`src/rtl/rgblit_pkg.sv`:
```
// Shared types and constants for the run-length glyph blitter.
// Holds the stream payload layout, command codes and the queued command type.
// No dependencies.
package rgblit_pkg;

  // Input stream payload: tuser carries func, tdata the remaining fields.
  localparam int IN_DATA_W  = 88;
  localparam int OUT_DATA_W = 40;
  localparam int CFG_ADDR_W = 1;
  localparam int CFG_DATA_W = 64;

  localparam int POS_X_LSB   = 0;
  localparam int POS_Y_LSB   = 12;
  localparam int GW_LSB      = 24;
  localparam int GH_LSB      = 32;
  localparam int XOFF_LSB    = 40;
  localparam int YOFF_LSB    = 48;
  localparam int SKIPT_LSB   = 56;
  localparam int SKIPB_LSB   = 67;
  localparam int RUNB_LSB    = 75;

  localparam int PIX_ADDR_W  = 20;
  localparam int ADDR_LSB    = 0;
  localparam int COLOR_LSB   = 20;
  localparam int ADV_LSB     = 28;

  // Item kinds carried on in_tuser.
  localparam logic KIND_START = 1'b0;
  localparam logic KIND_RUN   = 1'b1;

  // Configuration register indexes.
  localparam logic [CFG_ADDR_W-1:0] REG_SCREEN_WIDTH = 1'b0;
  localparam logic [CFG_ADDR_W-1:0] REG_PALETTE      = 1'b1;

  localparam logic [11:0] SCREEN_WIDTH_RST = 12'd640;
  localparam logic signed [10:0] TOP_CLIP_MAX = 11'sd1023;
  localparam int SKIP_SHIFT = 3;
  localparam logic [2:0] COLOR_MASK = 3'h7;

  // Bits of quotient produced by the restoring divider.
  localparam int DIV_STEPS = 9;

  localparam int QUEUE_DEPTH = 2;
  localparam int QPTR_W      = 1;
  localparam int QCNT_W      = 2;

  typedef struct packed {
    logic               kind;
    logic [12:0]        y_sum;   // pos_y + y_offset
    logic [12:0]        x_sum;   // pos_x + x_offset
    logic [8:0]         adv;     // x_offset + glyph_width
    logic [7:0]         cw;      // cell width, zero taken as one
    logic [7:0]         gh;
    logic signed [10:0] top;
    logic [7:0]         bot;
    logic [4:0]         skip;
    logic [2:0]         color;
  } cmd_t;

endpackage

```
`src/rtl/rgblit_front.sv`:
```
// Front end of the glyph blitter: input stream handshake and item decode.
// Unpacks the payload into a queued command. Depends on rgblit_pkg.
module rgblit_front import rgblit_pkg::*; (
  input  logic                 in_tvalid,
  output logic                 in_tready,
  input  logic [IN_DATA_W-1:0] in_tdata,
  input  logic                 in_tuser,
  input  logic                 q_full,
  output logic                 q_push,
  output cmd_t                 q_push_cmd
);

  logic [11:0] pos_x;
  logic [11:0] pos_y;
  logic [7:0]  gw;
  logic [7:0]  xoff;
  logic [7:0]  yoff;
  logic [7:0]  run_byte;

  assign pos_x    = in_tdata[POS_X_LSB +: 12];
  assign pos_y    = in_tdata[POS_Y_LSB +: 12];
  assign gw       = in_tdata[GW_LSB +: 8];
  assign xoff     = in_tdata[XOFF_LSB +: 8];
  assign yoff     = in_tdata[YOFF_LSB +: 8];
  assign run_byte = in_tdata[RUNB_LSB +: 8];

  assign in_tready = !q_full;
  assign q_push    = in_tvalid && !q_full;

  always_comb begin
    q_push_cmd.kind  = in_tuser;
    q_push_cmd.y_sum = 13'(pos_y) + 13'(yoff);
    q_push_cmd.x_sum = 13'(pos_x) + 13'(xoff);
    q_push_cmd.adv   = 9'(xoff) + 9'(gw);
    q_push_cmd.cw    = (gw == 8'd0) ? 8'd1 : gw;
    q_push_cmd.gh    = in_tdata[GH_LSB +: 8];
    q_push_cmd.top   = $signed(in_tdata[SKIPT_LSB +: 11]);
    q_push_cmd.bot   = in_tdata[SKIPB_LSB +: 8];
    q_push_cmd.skip  = run_byte[7:SKIP_SHIFT];
    q_push_cmd.color = run_byte[2:0] & COLOR_MASK;
  end

endmodule

```
`src/rtl/rgblit_queue.sv`:
```
// Short command queue between the blitter front end and back end.
// Lets either side stall on its own. Depends on rgblit_pkg.
module rgblit_queue import rgblit_pkg::*; (
  input  logic clk,
  input  logic rst_n,
  input  logic push,
  input  cmd_t push_cmd,
  output logic full,
  input  logic pop,
  output logic head_valid,
  output cmd_t head_cmd
);

  cmd_t              mem_r [QUEUE_DEPTH];
  logic [QPTR_W-1:0] wr_ptr_r;
  logic [QPTR_W-1:0] rd_ptr_r;
  logic [QCNT_W-1:0] count_r;
  logic [QCNT_W-1:0] count_nxt;

  assign full       = (count_r == QCNT_W'(QUEUE_DEPTH));
  assign head_valid = (count_r != '0);
  assign head_cmd   = mem_r[rd_ptr_r];

  always_comb begin
    count_nxt = count_r;
    if (push && !(pop && head_valid)) begin
      count_nxt = count_r + 1'b1;
    end else if (!push && pop && head_valid) begin
      count_nxt = count_r - 1'b1;
    end
  end

  always_ff @(posedge clk) begin
    if (push) begin
      mem_r[wr_ptr_r] <= push_cmd;
    end
  end

  always_ff @(posedge clk) begin
    if (!rst_n) begin
      wr_ptr_r <= '0;
      rd_ptr_r <= '0;
      count_r  <= '0;
    end else begin
      if (push) begin
        wr_ptr_r <= wr_ptr_r + 1'b1;
      end
      if (pop && head_valid) begin
        rd_ptr_r <= rd_ptr_r + 1'b1;
      end
      count_r <= count_nxt;
    end
  end

endmodule

```
`src/rtl/rgblit_back.sv`:
```
// Back end of the glyph blitter: glyph state, line stepping and pixel output.
// Holds the configuration registers, an iterative divider and the output stage.
// Depends on rgblit_pkg.
module rgblit_back import rgblit_pkg::*; #(
  parameter int ADDR_BITS = 20
) (
  input  logic                  clk,
  input  logic                  rst_n,
  input  logic                  cfg_we,
  input  logic [CFG_ADDR_W-1:0] cfg_addr,
  input  logic [CFG_DATA_W-1:0] cfg_wdata,
  input  logic                  q_valid,
  input  cmd_t                  q_cmd,
  output logic                  q_pop,
  output logic                  out_tvalid,
  input  logic                  out_tready,
  output logic [OUT_DATA_W-1:0] out_tdata,
  output logic                  out_tuser,
  output logic                  out_tlast
);

  localparam int SUM_W = (ADDR_BITS > 26) ? ADDR_BITS : 26;

  localparam logic [2:0] S_IDLE  = 3'd0;
  localparam logic [2:0] S_START = 3'd1;
  localparam logic [2:0] S_RUN   = 3'd2;
  localparam logic [2:0] S_DIV   = 3'd3;
  localparam logic [2:0] S_WRAP  = 3'd4;
  localparam logic [2:0] S_STEP  = 3'd5;
  localparam logic [2:0] S_PIX   = 3'd6;

  logic [2:0]           state_r,  state_nxt;
  cmd_t                 cmd_r,    cmd_nxt;
  logic [24:0]          prod_r,   prod_nxt;
  logic [8:0]           j_r,      j_nxt;
  logic [8:0]           quo_r,    quo_nxt;
  logic [8:0]           rem_r,    rem_nxt;
  logic [3:0]           cnt_r,    cnt_nxt;
  logic [ADDR_BITS-1:0] la_r,     la_nxt;
  logic [7:0]           col_r,    col_nxt;
  logic [7:0]           lines_r,  lines_nxt;
  logic signed [10:0]   top_r,    top_nxt;
  logic [7:0]           bot_r,    bot_nxt;
  logic [7:0]           cw_r,     cw_nxt;
  logic                 act_r,    act_nxt;
  logic [11:0]          sw_r;
  logic [63:0]          pal_r;
  logic                 out_valid_r;
  logic [OUT_DATA_W-1:0] out_data_r;
  logic                 out_user_r;
  logic                 out_last_r;

  logic                 out_free;
  logic [12:0]          mul_a;
  logic [24:0]          mul_p;
  logic [SUM_W-1:0]     start_sum;
  logic [SUM_W-1:0]     step_sum;
  logic [SUM_W-1:0]     pix_sum;
  logic [31:0]          pix_addr32;
  logic [9:0]           trial;
  logic signed [11:0]   tc;
  logic signed [9:0]    lines_left;
  logic                 emit;
  logic                 e_write;
  logic [PIX_ADDR_W-1:0] e_addr;
  logic [7:0]           e_color;
  logic                 e_done;
  logic [8:0]           e_adv;

  assign out_free = !out_valid_r || out_tready;

  // One multiplier: start line address, then line steps on a wrap.
  assign mul_a = (state_r == S_IDLE) ? q_cmd.y_sum : 13'(quo_r);
  assign mul_p = mul_a * sw_r;

  assign start_sum  = SUM_W'(prod_r) + SUM_W'(cmd_r.x_sum);
  assign step_sum   = SUM_W'(la_r) + SUM_W'(prod_r);
  assign pix_sum    = SUM_W'(la_r) + SUM_W'(rem_r[7:0]);
  assign pix_addr32 = 32'(pix_sum[ADDR_BITS-1:0]);
  assign trial      = {1'b0, rem_r[7:0], quo_r[8]};
  assign tc         = 12'(top_r) + $signed({3'b000, quo_r});
  assign lines_left = $signed({2'b00, lines_r}) - $signed({1'b0, quo_r});

  always_comb begin
    state_nxt = state_r;
    cmd_nxt   = cmd_r;
    prod_nxt  = prod_r;
    j_nxt     = j_r;
    quo_nxt   = quo_r;
    rem_nxt   = rem_r;
    cnt_nxt   = cnt_r;
    la_nxt    = la_r;
    col_nxt   = col_r;
    lines_nxt = lines_r;
    top_nxt   = top_r;
    bot_nxt   = bot_r;
    cw_nxt    = cw_r;
    act_nxt   = act_r;
    q_pop     = 1'b0;
    emit      = 1'b0;
    e_write   = 1'b0;
    e_addr    = '0;
    e_color   = '0;
    e_done    = 1'b0;
    e_adv     = '0;

    case (state_r)
      S_IDLE: begin
        if (q_valid && out_free) begin
          q_pop   = 1'b1;
          cmd_nxt = q_cmd;
          if (q_cmd.kind == KIND_START) begin
            prod_nxt  = mul_p;
            state_nxt = S_START;
          end else if (!act_r) begin
            // run byte with no glyph open: answer done and drop it
            emit   = 1'b1;
            e_done = 1'b1;
          end else begin
            j_nxt     = 9'(col_r) + 9'(q_cmd.skip);
            state_nxt = S_RUN;
          end
        end
      end
      S_START: begin
        la_nxt    = start_sum[ADDR_BITS-1:0];
        col_nxt   = '0;
        lines_nxt = cmd_r.gh;
        top_nxt   = cmd_r.top;
        bot_nxt   = cmd_r.bot;
        cw_nxt    = cmd_r.cw;
        act_nxt   = (cmd_r.gh > cmd_r.bot);
        emit      = 1'b1;
        e_done    = !(cmd_r.gh > cmd_r.bot);
        e_adv     = cmd_r.adv;
        state_nxt = S_IDLE;
      end
      S_RUN: begin
        if (j_r < {1'b0, cw_r}) begin
          rem_nxt   = j_r;
          state_nxt = S_PIX;
        end else begin
          quo_nxt   = j_r;
          rem_nxt   = '0;
          cnt_nxt   = '0;
          state_nxt = S_DIV;
        end
      end
      S_DIV: begin
        // restoring divide, one quotient bit per cycle
        if (trial >= {2'b00, cw_r}) begin
          rem_nxt = 9'(trial - {2'b00, cw_r});
          quo_nxt = {quo_r[7:0], 1'b1};
        end else begin
          rem_nxt = trial[8:0];
          quo_nxt = {quo_r[7:0], 1'b0};
        end
        cnt_nxt = cnt_r + 1'b1;
        if (cnt_r == 4'(DIV_STEPS - 1)) begin
          state_nxt = S_WRAP;
        end
      end
      S_WRAP: begin
        top_nxt = (tc > 12'sd1023) ? TOP_CLIP_MAX : tc[10:0];
        if (lines_left <= $signed({2'b00, bot_r})) begin
          act_nxt   = 1'b0;
          lines_nxt = '0;
          emit      = 1'b1;
          e_done    = 1'b1;
          state_nxt = S_IDLE;
        end else begin
          lines_nxt = lines_left[7:0];
          prod_nxt  = mul_p;
          state_nxt = S_STEP;
        end
      end
      S_STEP: begin
        la_nxt    = step_sum[ADDR_BITS-1:0];
        state_nxt = S_PIX;
      end
      S_PIX: begin
        col_nxt = rem_r[7:0] + 8'd1;
        emit    = 1'b1;
        if (!top_r[10]) begin
          e_write = 1'b1;
          e_addr  = pix_addr32[PIX_ADDR_W-1:0];
          e_color = pal_r[{cmd_r.color, 3'b000} +: 8];
        end
        state_nxt = S_IDLE;
      end
      default: begin
        state_nxt = S_IDLE;
      end
    endcase
  end

  always_ff @(posedge clk) begin
    cmd_r  <= cmd_nxt;
    prod_r <= prod_nxt;
    j_r    <= j_nxt;
    quo_r  <= quo_nxt;
    rem_r  <= rem_nxt;
    if (emit) begin
      // pixel_addr, pixel_color, advance_width from the low bit up
      out_data_r <= OUT_DATA_W'({e_adv, e_color, e_addr});
      out_user_r <= e_write;
      out_last_r <= e_done;
    end
  end

  always_ff @(posedge clk) begin
    if (!rst_n) begin
      state_r     <= S_IDLE;
      cnt_r       <= '0;
      la_r        <= '0;
      col_r       <= '0;
      lines_r     <= '0;
      top_r       <= '0;
      bot_r       <= '0;
      cw_r        <= 8'd1;
      act_r       <= 1'b0;
      sw_r        <= SCREEN_WIDTH_RST;
      pal_r       <= '0;
      out_valid_r <= 1'b0;
    end else begin
      state_r <= state_nxt;
      cnt_r   <= cnt_nxt;
      la_r    <= la_nxt;
      col_r   <= col_nxt;
      lines_r <= lines_nxt;
      top_r   <= top_nxt;
      bot_r   <= bot_nxt;
      cw_r    <= cw_nxt;
      act_r   <= act_nxt;
      if (cfg_we) begin
        case (cfg_addr)
          REG_SCREEN_WIDTH: sw_r  <= cfg_wdata[11:0];
          REG_PALETTE:      pal_r <= cfg_wdata;
          default: ;
        endcase
      end
      if (emit) begin
        out_valid_r <= 1'b1;
      end else if (out_tready) begin
        out_valid_r <= 1'b0;
      end
    end
  end

  assign out_tvalid = out_valid_r;
  assign out_tdata  = out_data_r;
  assign out_tuser  = out_user_r;
  assign out_tlast  = out_last_r;

`ifndef SYNTH
  a_act_width: assert property (@(posedge clk) disable iff (!rst_n)
    act_r |-> (cw_r != 8'd0))
    else $error("open glyph with zero cell width");

  a_act_lines: assert property (@(posedge clk) disable iff (!rst_n)
    act_r |-> (lines_r > bot_r))
    else $error("open glyph already past bottom clip");

  a_write_not_done: assert property (@(posedge clk) disable iff (!rst_n)
    (out_valid_r && out_user_r) |-> !out_last_r)
    else $error("pixel store flagged as glyph end");

  a_div_rem: assert property (@(posedge clk) disable iff (!rst_n)
    (state_r == S_DIV) |-> (rem_r < {1'b0, cw_r}))
    else $error("divider remainder out of range");
`endif

endmodule

```
`src/rtl/rle_glyph_blitter_unit.sv`:
```
// Run-length glyph blitter: top level.
// Joins front end, command queue and back end. Depends on rgblit_pkg.
//
// Usage:
//   in_*  : one transaction per item. in_tuser = 0 starts a glyph with its
//           metrics and clip counts, in_tuser = 1 carries one run byte.
//   out_* : exactly one result transaction per input item, in order.
//           out_tuser marks a pixel store, out_tlast marks glyph end.
//   cfg_* : screen width (index 0) and palette word (index 1); write only
//           while no item is in flight.
// Items: the back end handles a start item in its start state and a run
// byte in its run and pixel states; a run byte that wraps to a later line
// also passes the one-bit-per-cycle divider that splits the column into
// lines and remainder. The back end takes one item at a time; a two-entry
// queue keeps the input side taking items meanwhile.
// Reset: all glyph state clears, no glyph is open, screen width returns to
// 640 and the palette to zero.
// Stall: while out_tready is low the result is held; the back end then stops
// taking commands and, once the queue fills, in_tready drops.
module rle_glyph_blitter_unit import rgblit_pkg::*; #(
  parameter int ADDR_BITS = 20
) (
  input  logic                  clk,
  input  logic                  rst_n,
  input  logic                  in_tvalid,
  output logic                  in_tready,
  // pos_x, pos_y, glyph_width, glyph_height, x_offset, y_offset,
  // skip_top, skip_bottom, run_byte, zero pad
  input  logic [IN_DATA_W-1:0]  in_tdata,
  // func
  input  logic                  in_tuser,
  output logic                  out_tvalid,
  input  logic                  out_tready,
  // pixel_addr, pixel_color, advance_width, zero pad
  output logic [OUT_DATA_W-1:0] out_tdata,
  // pixel_write
  output logic                  out_tuser,
  // glyph_done
  output logic                  out_tlast,
  input  logic                  cfg_we,
  input  logic [CFG_ADDR_W-1:0] cfg_addr,
  input  logic [CFG_DATA_W-1:0] cfg_wdata
);

  logic q_full;
  logic q_push;
  cmd_t q_push_cmd;
  logic q_pop;
  logic q_valid;
  cmd_t q_head;

  rgblit_front u_front (
    .in_tvalid  (in_tvalid),
    .in_tready  (in_tready),
    .in_tdata   (in_tdata),
    .in_tuser   (in_tuser),
    .q_full     (q_full),
    .q_push     (q_push),
    .q_push_cmd (q_push_cmd)
  );

  rgblit_queue u_queue (
    .clk        (clk),
    .rst_n      (rst_n),
    .push       (q_push),
    .push_cmd   (q_push_cmd),
    .full       (q_full),
    .pop        (q_pop),
    .head_valid (q_valid),
    .head_cmd   (q_head)
  );

  rgblit_back #(
    .ADDR_BITS (ADDR_BITS)
  ) u_back (
    .clk        (clk),
    .rst_n      (rst_n),
    .cfg_we     (cfg_we),
    .cfg_addr   (cfg_addr),
    .cfg_wdata  (cfg_wdata),
    .q_valid    (q_valid),
    .q_cmd      (q_head),
    .q_pop      (q_pop),
    .out_tvalid (out_tvalid),
    .out_tready (out_tready),
    .out_tdata  (out_tdata),
    .out_tuser  (out_tuser),
    .out_tlast  (out_tlast)
  );

endmodule
```
`config.mk`:
```
export PLATFORM = sky130hd
export DESIGN_NAME = rle_glyph_blitter_unit
export DESIGN_NICKNAME = d
export VERILOG_FILES = /design/src/rtl/rgblit_pkg.sv /design/src/rtl/rgblit_front.sv /design/src/rtl/rgblit_queue.sv /design/src/rtl/rgblit_back.sv /design/src/rtl/rle_glyph_blitter_unit.sv
export SDC_FILE = /design/constraint.sdc
export NUM_CORES = 1
export LEC_CHECK = 0
export BUFFER_PORTS_ARGS = -buffer_cell sky130_fd_sc_hd__clkbuf_2
export CAP_MARGIN = 15
export CORE_MARGIN = 2
export CORE_UTILIZATION = 65
export DETAILED_ROUTE_END_ITERATION = 10
export PLACE_DENSITY = 0.92
export SYNTH_ARGS = -nofsm -noshare
export SYNTH_HDL_FRONTEND = slang
export SYNTH_SLANG_ARGS = --single-unit
```
`constraint.sdc`:
```
create_clock -name clk -period 10.4 [get_ports clk]
set_clock_uncertainty 0.15 [all_clocks]
set_input_delay 2.08 -clock clk [delete_from_list [all_inputs] [get_ports clk]]
set_output_delay 2.08 -clock clk [all_outputs]
set_load 0.005 [all_outputs]
```
== Word-level counts from Yosys, hierarchy flattened ==
Memory sizes are Yosys's and may differ from the RTL's. A register that Yosys moved wholly into a read port is not among the register bits.
Index checks and enable logic that the tools add are counted.

* Flip-flop bits (word level): 297
* Memory bits (writable): 158
* Logic and storage cells: 149
* Memories: 1

* Add/sub/neg operators: 16
* Multiply operators: 1
* $lt $le $gt $ge: 5
* Equality and inequality tests: 15
* Shifts and indexed selects: 1
* Multiplexer cells: 46
* Bitwise operators: 2
* Reductions and logical operators: 32

{| class="wikitable"
|+ Memories
! memory !! depth !! bits a word !! rd ports !! clocked after memory_dff !! write ports !! RTL line !! text
|-
| u_queue.mem_r || 2 || 79 || 1 || 1 || 1 || rgblit_queue.sv:14 || <nowiki>cmd_t mem_r [QUEUE_DEPTH];</nowiki>
|}

{| class="wikitable"
|+ Operators with widths
! kind !! number
|-
| case mux 20 bit (2 select lines) || 2
|-
| variable part select 64 x 7 -> 8 bit || 1
|-
| two-way mux 20 bit || 3
|-
| case mux 8 bit (2 select lines) || 3
|-
| two-way mux 8 bit || 4
|-
| adder 12 x 8 -> 13 bit || 2
|-
| case mux 11 bit (2 select lines) || 1
|-
| adder 20 x 13 -> 20 bit || 1
|-
| adder 20 bit || 1
|-
| adder 20 x 8 -> 20 bit || 1
|-
| multiplier 13 x 12 -> 20 bit || 1
|-
| two-way mux 3 bit || 6
|-
| case mux 9 bit (2 select lines) || 1
|-
| nonzero test 2 bit || 8
|-
| two-way mux 1 bit || 15
|-
| case mux 3 bit (5 select lines) || 1
|-
| two-way mux 13 bit || 1
|-
| adder 11 x 10 -> 12 bit || 1
|-
| > comparator 12 x 11 -> 1 bit, second input constant || 1
|-
| two-way mux 11 bit || 1
|-
| less-or-equal comparator 10 x 9 -> 1 bit || 1
|-
| AND reduction 2 bit || 5
|-
| subtractor 8 x 9 -> 10 bit || 1
|-
| adder 8 x 5 -> 9 bit || 1
|-
| 33 further kinds || 55
|}

== Longest topological paths before layout ==
Gate-level depths: netlist (run 1).

* Depth after elaboration: 9
* Gate-level depth with buffers: 28

== Cells and area by module ==
A second synthesis (run 1) with hierarchy kept.

* Cell total of the unflattened synthesis: 2,454
* Area, all modules: 26,312.7 um^2

{| class="wikitable"
|+ By module, submodules not included
! module !! instances !! cells each !! area each (um^2)
|-
| rgblit_back || 1 || 1,996 || 18,909.4
|-
| rgblit_queue || 1 || 271 || 5,963.2
|-
| rgblit_front || 1 || 187 || 1,440.1
|}

== Least setup slack after synthesis (run 1) ==
No wires, ideal clock.

* Path type: input-to-reg
* From: input out_tready
* To: register u_back.out_data_r[0], in the netlist u_back.out_tdata[0] (enable)
* Arrival time: 6,342 ps
* Required time: 9,853 ps
* Slack: 3,511 ps
* Stages on the path: 6
* Cells stage by stage: nand2b_1 -> o21ai_0 -> nor2_1 -> nand2_1 -> o22a_1 -> nand2_1

* Cells in the longest elaborated chain, start to end: 4

{| class="wikitable"
|+ RTL lines
! what !! RTL line !! text
|-
| start: declaration || rle_glyph_blitter_unit.sv:33 || <nowiki>input logic out_tready,</nowiki>
|-
| logical OR 1 bit || rgblit_back.sv:70 || <nowiki>assign out_free = !out_valid_r || out_tready;</nowiki>
|-
| logical AND 1 bit || rgblit_back.sv:109 || <nowiki>if (q_valid && out_free) begin</nowiki>
|-
| two-way mux 1 bit || rgblit_back.sv:109 ||
|-
| case mux 1 bit (3 select lines) || rgblit_back.sv:107 || <nowiki>case (state_r)</nowiki>
|-
| net u_back.emit || rgblit_back.sv:63 || <nowiki>logic emit;</nowiki>
|-
| end signal: assignment || rgblit_back.sv:205 || <nowiki>out_data_r <= OUT_DATA_W'({e_adv, e_color, e_addr});</nowiki>
|-
| end: declaration || rgblit_back.sv:49 || <nowiki>logic [OUT_DATA_W-1:0] out_data_r;</nowiki>
|}

The timed path passes the listed nets, and every way through them passes these cells.
A chain may end at the register's enable or synchronous reset.

== Final worst setup path (run 1) ==
* From: register u_back.state_r[2]
* To: register u_back.prod_r[17] (data pin)

* Cells in the longest elaborated chain, start to end: 6

{| class="wikitable"
|+ RTL lines
! what !! RTL line !! text
|-
| start: declaration || rgblit_back.sv:32 || <nowiki>logic [2:0] state_r, state_nxt;</nowiki>
|-
| start signal: assignment || rgblit_back.sv:226 || <nowiki>state_r <= state_nxt;</nowiki>
|-
| zero test 3 bit * || rgblit_back.sv:73 || <nowiki>assign mul_a = (state_r == S_IDLE) ? q_cmd.y_sum : 13'(quo_r);</nowiki>
|-
| two-way mux 13 bit * || rgblit_back.sv:73 ||
|-
| multiplier 13 x 12 -> 20 bit * || rgblit_back.sv:74 || <nowiki>assign mul_p = mul_a * sw_r;</nowiki>
|-
| net u_back.mul_p[17] || rgblit_back.sv:55 || <nowiki>logic [24:0] mul_p;</nowiki>
|-
| two-way mux 20 bit || rgblit_back.sv:112 || <nowiki>if (q_cmd.kind == KIND_START) begin</nowiki>
|-
| two-way mux 20 bit || rgblit_back.sv:109 ||
|-
| case mux 20 bit (2 select lines) * || rgblit_back.sv:107 ||
|-
| end signal: assignment || rgblit_back.sv:199 || <nowiki>prod_r <= prod_nxt;</nowiki>
|-
| end: declaration || rgblit_back.sv:34 || <nowiki>logic [24:0] prod_r, prod_nxt;</nowiki>
|}

Mark *: on every way through the listed nets, which the timed path passes. The rest lies on a longest branch. The select of a mux whose other input is x is not followed.

==> results.txt, run 1 <==
----------------------------------------------------
[Synthesis]
  Async set or reset register ratio after synthesis ... 0
  Syn Inst Count ... about 2400
  Post-synth cell types ... 75
  Part of the Yosys area used for sequential elements ... 0.475
  Number of synthesized register bits ... between 400 and 500
  Count of flip-flops with a built-in enable after synthesis ... 303
  Yosys synthesis warning count ... 0
  Area share of the largest cell type after synthesis ... 0.355
  Average instance area after synthesis ... 10.7 um2
  Most instantiated flip-flop cell in the synthesis netlist ... edfxtp_1
  Top cells by area, synth ... edfxtp_1 (36%), dfxtp_1 (12%), fa_1 (8.7%)
  Area of the mapped netlist ... 25600 um2
  Area leader, netlist ... edfxtp_1

[Worst setup path]
  Worst Setup End Kind ... flip-flop
  Most Frequent Cell on Critical Path ... fa_1
  Data arrival time of the critical path ... roughly 7.8 ns
  Type of the worst setup path ... reg -> reg
  Crit-path max cell delay ... approximately 0.86 ns
  Worst path buffer plus inverter count ... 3
  Startpoint type of the worst setup path ... flip-flop
  Ordered list of cells on the worst path ... or3_1 > nand2_1 > o21ai_1 > nand2_1 > fa_1 > inv_1 > fa_1 > fa_1 > fa_1 > inv_1 > fa_1 > inv_1 > ha_1 > nand3_1 > a211oi_1 > nor2_1 > a21oi_1 > and2_1 > o21ai_0 > a221oi_1
  Top fanout value on the critical path ... 24
  Delay-heaviest family, CP ... adder cells
  Critical-path cell with the highest stage delay ... or3_1
  Required time at the endpoint of the critical path ... between 10 and 15 ns

[STA]
  Fin crit share ... 0.729
  Remaining max-slew budget at the tightest pin ... 0.250
  Final Hold Vio Count ... 0
  RSZ-0062 raised after global routing ... false
  Highest attainable clock frequency ... about 0.13 GHz
  Final setup TNS ... 0 ns
  Slew Limit Fails ... 0
  Minimum clock period ... 7.58 ns
  Final Setup Violations ... 0
  Worst Tran Pin Value ... around 1.1 ns

[Die]
  Top-Level Pins ... 203
  Die Span X ... 203 um
  Cell row count ... 72
  Die outline height ... 203 um
  Die area ... a little over 40000 um2
  Starting density of the core ... 0.660
  Floorplan core area ... between 30000 and 40000 um2

[Routing]
  DR vias/cell ... between 6 and 7
  Via count of the routed design ... between 15000 and 20000
  Sum of routed wire length over all layers ... just over 60000 um
  Initial DRC count ... roughly 1700
  DR WL met3 ... between 5000 and 6000 um
  Post-route DRC violation count ... 0
  Metal2 WL ... 29300 um
  Detail Route Antenna Nets ... 0
  Met1 routed wirelength after detailed routing ... ~24000 um
  Wirelength per Cell ... about 20 um
  Pre-antenna DRT Iters ... 6
  Uppermost layer routed ... met4

[Power]
  Static leakage ... 0.0116 uW
  IR Drop Worst-Case VDD ... around 0.00020 V
  Power Dens Cells ... roughly 270 nW/um2

[Clocking]
  Clock tree buffer depth ... 3
  Number of buffers added by the clock tree synthesis step ... 44
  Clock latency at the later pin of the worst-skew pair ... between 0.5 and 0.6 ns
  Hold buffer count at cts ... 0
  Root buffer selected by CTS ... clkbuf_16
  Depth of the CTS H-tree ... 2
  Post-CTS Setup Bufs ... 0
  Clock transition at the registers of the reported paths ... 0.06 ns
  Clock sink count ... about 460
  Cells resized by post-CTS repair ... 0
  Clock tree from TritonCTS ... yes

[Placement]
  GPL Wtd Cong ... ~0.9
  Cells after DPL ... 3019
  Post-detailed-placement half-perimeter wirelength ... 42400 um
  Count of buffers inserted at the top-level ports ... ~190

[Global route]
  Pin count of the biggest net entering global routing ... 95
  Number of global-route vias before repair ... ~19000
  Overflow left after global routing ... 0
  Overall fraction of global-route tracks in use ... 0.298
  First-pass GRT wire length ... ~97000 um
  Initial antenna violation count ... 1

[Final layout]
  Area added between synthesis and finish ... 10.8%
  Net total in the final layout ... between 2000 and 3000
  Number of inserted diodes ... 0
  Most common cell after layout, fill and taps aside ... nand2_1
  Share of cells above drive strength 1 ... 0.155
  Sequential cell area ... approximately 12000 um2
  Final standard cell count with taps included and fillers excluded ... roughly 3100
  Commonest non-fill, non-tap cells in the layout ... nand2_1 (377), edfxtp_1 (303), inv_1 (236)
  Fill cell count ... ~2300
  Area occupied by multi-input gates ... between 10000 and 15000 um2

[Outcome]
  Result of the run ... finished clean

[Run]
  Maxcap violations ... 0

[Hold path]
  Min-delay worst type ... reg -> reg

----------------------------------------------------
-- through the flow --
| step | instance area [um2] | hold WS (ns) | power, uW | utilization | setup slack (ns) |
|---|---|---|---|---|---|
| floorplan | 25600 | 0.282 | 5180 | - | 3.51 |
| global placement | 27000 | 0.290 | 5860 | 0.695 | 3.28 |
| detailed placement | 27000 | 0.297 | 6070 | 0.695 | 3.04 |
| CTS | 28400 | 0.305 | 7700 | 0.731 | 2.98 |
| global route | 28400 | 0.315 | 8240 | 0.732 | 2.44 |
| finish | 28400 | 0.304 | 7750 | 0.732 | 2.82 |
-- tightest hold or removal path, delay by kind of cell (launching register included) --
family / cells / cell delay, ns
AO/OA/AOI/OAI: 1 / 0.05
AND/OR/NAND/NOR: 1 / 0.05
flip-flops: 1 / 0.31
-- kinds of logic after synthesis --
| kind of cell | Yosys count | share of synthesized area |
|---|---|---|
| other cells | 1 | 0.000146 |
| compound gates | 401 | 0.0962 |
| buf+inv | 348 | 0.0517 |
| simple gates | 705 | 0.122 |
| mux | 125 | 0.0604 |
| xor+xnor | 103 | 0.0352 |
| fa+ha+maj | 260 | 0.159 |
| flops | 456 | 0.475 |
-- flip-flops by register name, indices dropped and copies added, names as in the netlist, 11 cells and up, named ones only --
name / count
u_back.cmd_r: 60
u_back.out_tdata: 37
u_queue.mem_r: 158
u_back.prod_r: 20
u_back.top_r: 11
u_back.la_r: 20
u_back.pal_r: 64
u_back.sw_r: 12
-- cell usage after synthesis, drive strengths merged, types with 10 or more instances --
| cell | count |
|---|---|
| nor3 | 19 |
| inv | 237 |
| ha | 149 |
| and3 | 20 |
| o21a | 10 |
| fa | 111 |
| xnor2 | 74 |
| a31oi | 18 |
| dfxtp | 153 |
| a22oi | 12 |
| nor2 | 115 |
| edfxtp | 303 |
| o21bai | 14 |
| a21o | 34 |
| mux2 | 78 |
| mux2i | 31 |
| xor2 | 29 |
| nand3 | 32 |
| a21oi | 185 |
| o21ai | 65 |
| mux4 | 16 |
| clkbuf | 94 |
| nand2 | 379 |
| nand2b | 18 |
| buf | 17 |
| and2 | 76 |
| a211oi | 12 |
| nor2b | 18 |
-- per-layer routing --
metal  GRT usage  vias up
met5           0        -
met4       0.115        0
met3      0.0501      201
met2       0.502     1042
met1       0.390     8982
li1            -     8462
-- where the power goes --
| group | total [uW] | leakage [uW] | internal (uW) | switching [uW] |
|---|---|---|---|---|
| clock network | 1570 | 0.000687 | 885 | 685 |
| logic | 3490 | 0.00686 | 1440 | 2050 |
| registers | 2690 | 0.00409 | 2450 | 241 |
-- path summary, 6_finish.rpt --
check / startpoint / to / slack [ns] / cells past startpoint
max: u_back.state_r[2] / u_back.prod_r[17] / 2.82 / 20
min: u_back.pal_r[34] / u_back.pal_r[34] / 0.30 / 2
max reg2reg: u_back.state_r[2] / u_back.prod_r[17] / 2.82 / 20
min reg2reg: u_back.pal_r[34] / u_back.pal_r[34] / 0.30 / 2
-- area by class of cell --
cell class / instances / share of cell area
clock buffers: 59 / 0.0433
multi-input cells: 1597 / 0.429
repair buffers: 212 / 0.0391
clock inverters: 22 / 0.00634
flip-flops and latches: 456 / 0.428
inverters: 237 / 0.0314
well taps: 518 / 0.0228
Power figures use the tool's default switching activity.
==> inputs of run 2 (changes only) <==
- CORE_UTILIZATION: 65 -> 61
- PLACE_DENSITY: 0.92 -> 0.88
- clock period: 10.4 -> 7.75 ns (I/O delays scaled with it)
==> results.txt, run 2 (synthesis gave the netlist of run 1 again) <==
----------------------------------------------------
[Global route]
  Overflow left after global routing ... 0 (unchanged)
  Pin count of the biggest net entering global routing ... 85 (was 95)
  Initial antenna violation count ... 0 (was 1)
  First-pass GRT wire length ... 94100 um (was 96600 um)
  Number of global-route vias before repair ... 18800 (was 18900)
  Overall fraction of global-route tracks in use ... 0.271 (was 0.298)

[Clocking]
  Cells resized by post-CTS repair ... 0 (unchanged)
  Number of buffers added by the clock tree synthesis step ... 47 (was 44)
  Clock tree buffer depth ... 3 (unchanged)
  Clock tree from TritonCTS ... yes (unchanged)
  Hold buffer count at cts ... 0 (unchanged)
  Depth of the CTS H-tree ... 2 (unchanged)
  Clock sink count ... 456 (unchanged)
  Post-CTS Setup Bufs ... 0 (unchanged)
  Root buffer selected by CTS ... clkbuf_16 (unchanged)
  Clock latency at the later pin of the worst-skew pair ... 0.59 ns (was 0.58 ns)
  Clock transition at the registers of the reported paths ... 0.06 ns (about the same)

[STA]
  Minimum clock period ... 7.10 ns (was 7.58 ns)
  Final setup TNS ... 0 ns (unchanged)
  Fin crit share ... 0.916 (was 0.729)
  Slew Limit Fails ... 0 (unchanged)
  RSZ-0062 raised after global routing ... false (unchanged)
  Highest attainable clock frequency ... 0.141 GHz (was 0.132 GHz)
  Final Hold Vio Count ... 0 (unchanged)
  Remaining max-slew budget at the tightest pin ... 0.177 (was 0.250)
  Worst Tran Pin Value ... 1.23 ns (was 1.13 ns)
  Final Setup Violations ... 0 (unchanged)
  Final critical-path setup slack ... 0.649 ns (was 2.82 ns)

[Die]
  Top-Level Pins ... 203 (unchanged)
  Cell row count ... 75 (was 72)
  Die outline height ... 209 um (was 203 um)
  Die Span X ... 209 um (was 203 um)
  Die area ... 43700 um2 (was 41000 um2)
  Floorplan core area ... 41700 um2 (was 38800 um2)
  Starting density of the core ... 0.615 (was 0.660)

[Routing]
  Pre-antenna DRT Iters ... 6 (unchanged)
  Initial DRC count ... 1597 (was 1734)
  DR vias/cell ... 5.84 (was 6.03)
  Via count of the routed design ... 18300 (was 18700)
  Post-route DRC violation count ... 0 (unchanged)
  Sum of routed wire length over all layers ... 58500 um (was 60500 um)
  Wirelength per Cell ... 18.7 um (was 19.5 um)
  Detail Route Antenna Nets ... 0 (unchanged)

[Final layout]
  Number of inserted diodes ... 0 (unchanged)
  Sequential cell area ... 12200 um2 (unchanged)
  Final cell area excluding filler cells ... 28700 um2 (was 28400 um2)
  Max FFs per register ... 158 (unchanged)
  Commonest non-fill, non-tap cells in the layout ... nand2_1 (377), edfxtp_1 (303), inv_1 (236) (unchanged)
  Area occupied by multi-input gates ... 12200 um2 (unchanged)
  Share of cells above drive strength 1 ... 0.161 (was 0.155)
  Post-layout utilization of the core ... 0.690 (was 0.732)
  Net total in the final layout ... 2976 (was 2967)
  Register with the most flip-flops ... u_queue.mem_r (unchanged)
  Fill cell count ... 2917 (was 2337)
  Largest registers ... u_queue.mem_r x158, u_back.pal_r x64, u_back.cmd_r x60 (unchanged)
  Area added between synthesis and finish ... 12.1% (was 10.8%)
  Most common cell after layout, fill and taps aside ... nand2_1 (unchanged)

[Hold path]
  WHS Endpoint ... u_back.pal_r[24] (was u_back.pal_r[34])
  Min-delay worst type ... reg -> reg (unchanged)
  Beginning of the worst hold path ... u_back.pal_r[24] (was u_back.pal_r[34])
  Number of cells on the worst hold path ... 2 (unchanged)

[Power]
  IR Drop Worst-Case VDD ... 0.000279 V (was 0.000203 V)
  Power Dens Cells ... 366 nW/um2 (was 273 nW/um2)
  Static leakage ... 0.0118 uW (was 0.0116 uW)

[Placement]
  Post-placement cell area ... 27100 um2 (was 27000 um2)
  Post-detailed-placement half-perimeter wirelength ... 41800 um (was 42400 um)
  Count of buffers inserted at the top-level ports ... 194 (unchanged)
  GPL Wtd Cong ... 0.907 (was 0.915)
  Worst setup timing slack at the placement stage ... 0.760 ns (was 3.04 ns)

[Worst setup path]
  Crit Reg-Reg Startpoint ... u_back.state_r[1] (was u_back.state_r[2])
  Startpoint type of the worst setup path ... flip-flop (unchanged)
  Required time at the endpoint of the critical path ... 7.99 ns (was 10.62 ns)
  Worst Setup End Kind ... flip-flop (unchanged)
  Worst-case reg-to-reg path depth ... 19 (was 20)
  Top fanout value on the critical path ... 13 (was 24)
  Data arrival time of the critical path ... 7.35 ns (was 7.81 ns)
  Type of the worst setup path ... reg -> reg (unchanged)
  Reg2Reg Setup Slack ... 0.65 ns (was 2.82 ns)
  Capturing point of the worst reg2reg path ... u_back.prod_r[17] (unchanged)

[Run]
  Maxcap violations ... 0 (unchanged)

[Outcome]
  Result of the run ... finished clean (unchanged)

----------------------------------------------------
-- run 2: per-layer routing --
| layer | share of wire | global-route usage | routed length [um] | up-vias |
|---|---|---|---|---|
| li1 | - | - | - | 8500 |
| met1 | 0.40 | 0.344 | 23500 | 8842 |
| met2 | 0.49 | 0.469 | 28800 | 813 |
| met3 | 0.070 | 0.0440 | 4120 | 158 |
| met4 | 0.036 | 0.103 | 2120 | 0 |
| met5 | 0 | 0 | 0 | - |
-- run 2: worst max-delay path, cell delays in order, from the launching register on --
cell and delay [ns]:
dfxtp_1 0.43, or3_1 0.59, o21ai_0 1.03, nand2_1 0.18
fa_1 0.51, fa_1 0.56, inv_1 0.06, fa_1 0.50
fa_1 0.54, inv_1 0.06, fa_1 0.52, inv_1 0.04
ha_1 0.37, nand3_1 0.10, a211oi_1 0.27, nor2_1 0.10
a21oi_1 0.34, and2_1 0.21, o21ai_0 0.08, a221oi_1 0.27
-- run 2: final cells by class --
| type | instances | share of cell area |
|---|---|---|
| Inverter | 237 | 0.0310 |
| Clock buffer | 69 | 0.0506 |
| Multi-Input combinational cell | 1597 | 0.424 |
| Clock inverter | 19 | 0.00701 |
| Timing Repair Buffer | 218 | 0.0405 |
| Tap cell | 539 | 0.0235 |
| Sequential cell | 456 | 0.423 |
-- run 2: per-stage QoR --
stage / total power [uW] / hold slack (ns) / instances
4_1_cts: 10500 / 0.305 / 3134
6_report: 10500 / 0.308 / 3135
2_1_floorplan: 6950 / 0.282 / 2401
3_3_place_gp: 7910 / 0.289 / 3046
5_1_grt: 11200 / 0.322 / 3135
3_5_place_dp: 8150 / 0.297 / 3046
-- run 2: power by group --
part,internal [uW],switching (uW),total (uW)
clock,1410,954,2360
sequential,3290,282,3570
combinational,1920,2660,4580
-- run 2: worst max path at each step --
stage	from	to	depth (start not counted)
after floorplan	out_tready	u_back.out_tdata[0]	6
after global placement	u_back.state_r[1]	u_back.prod_r[17]	19
after detailed placement	u_back.state_r[1]	u_back.prod_r[18]	20
after CTS	u_back.state_r[1]	u_back.prod_r[17]	19
after global routing	u_back.state_r[1]	u_back.prod_r[17]	19
final	u_back.state_r[1]	u_back.prod_r[17]	19
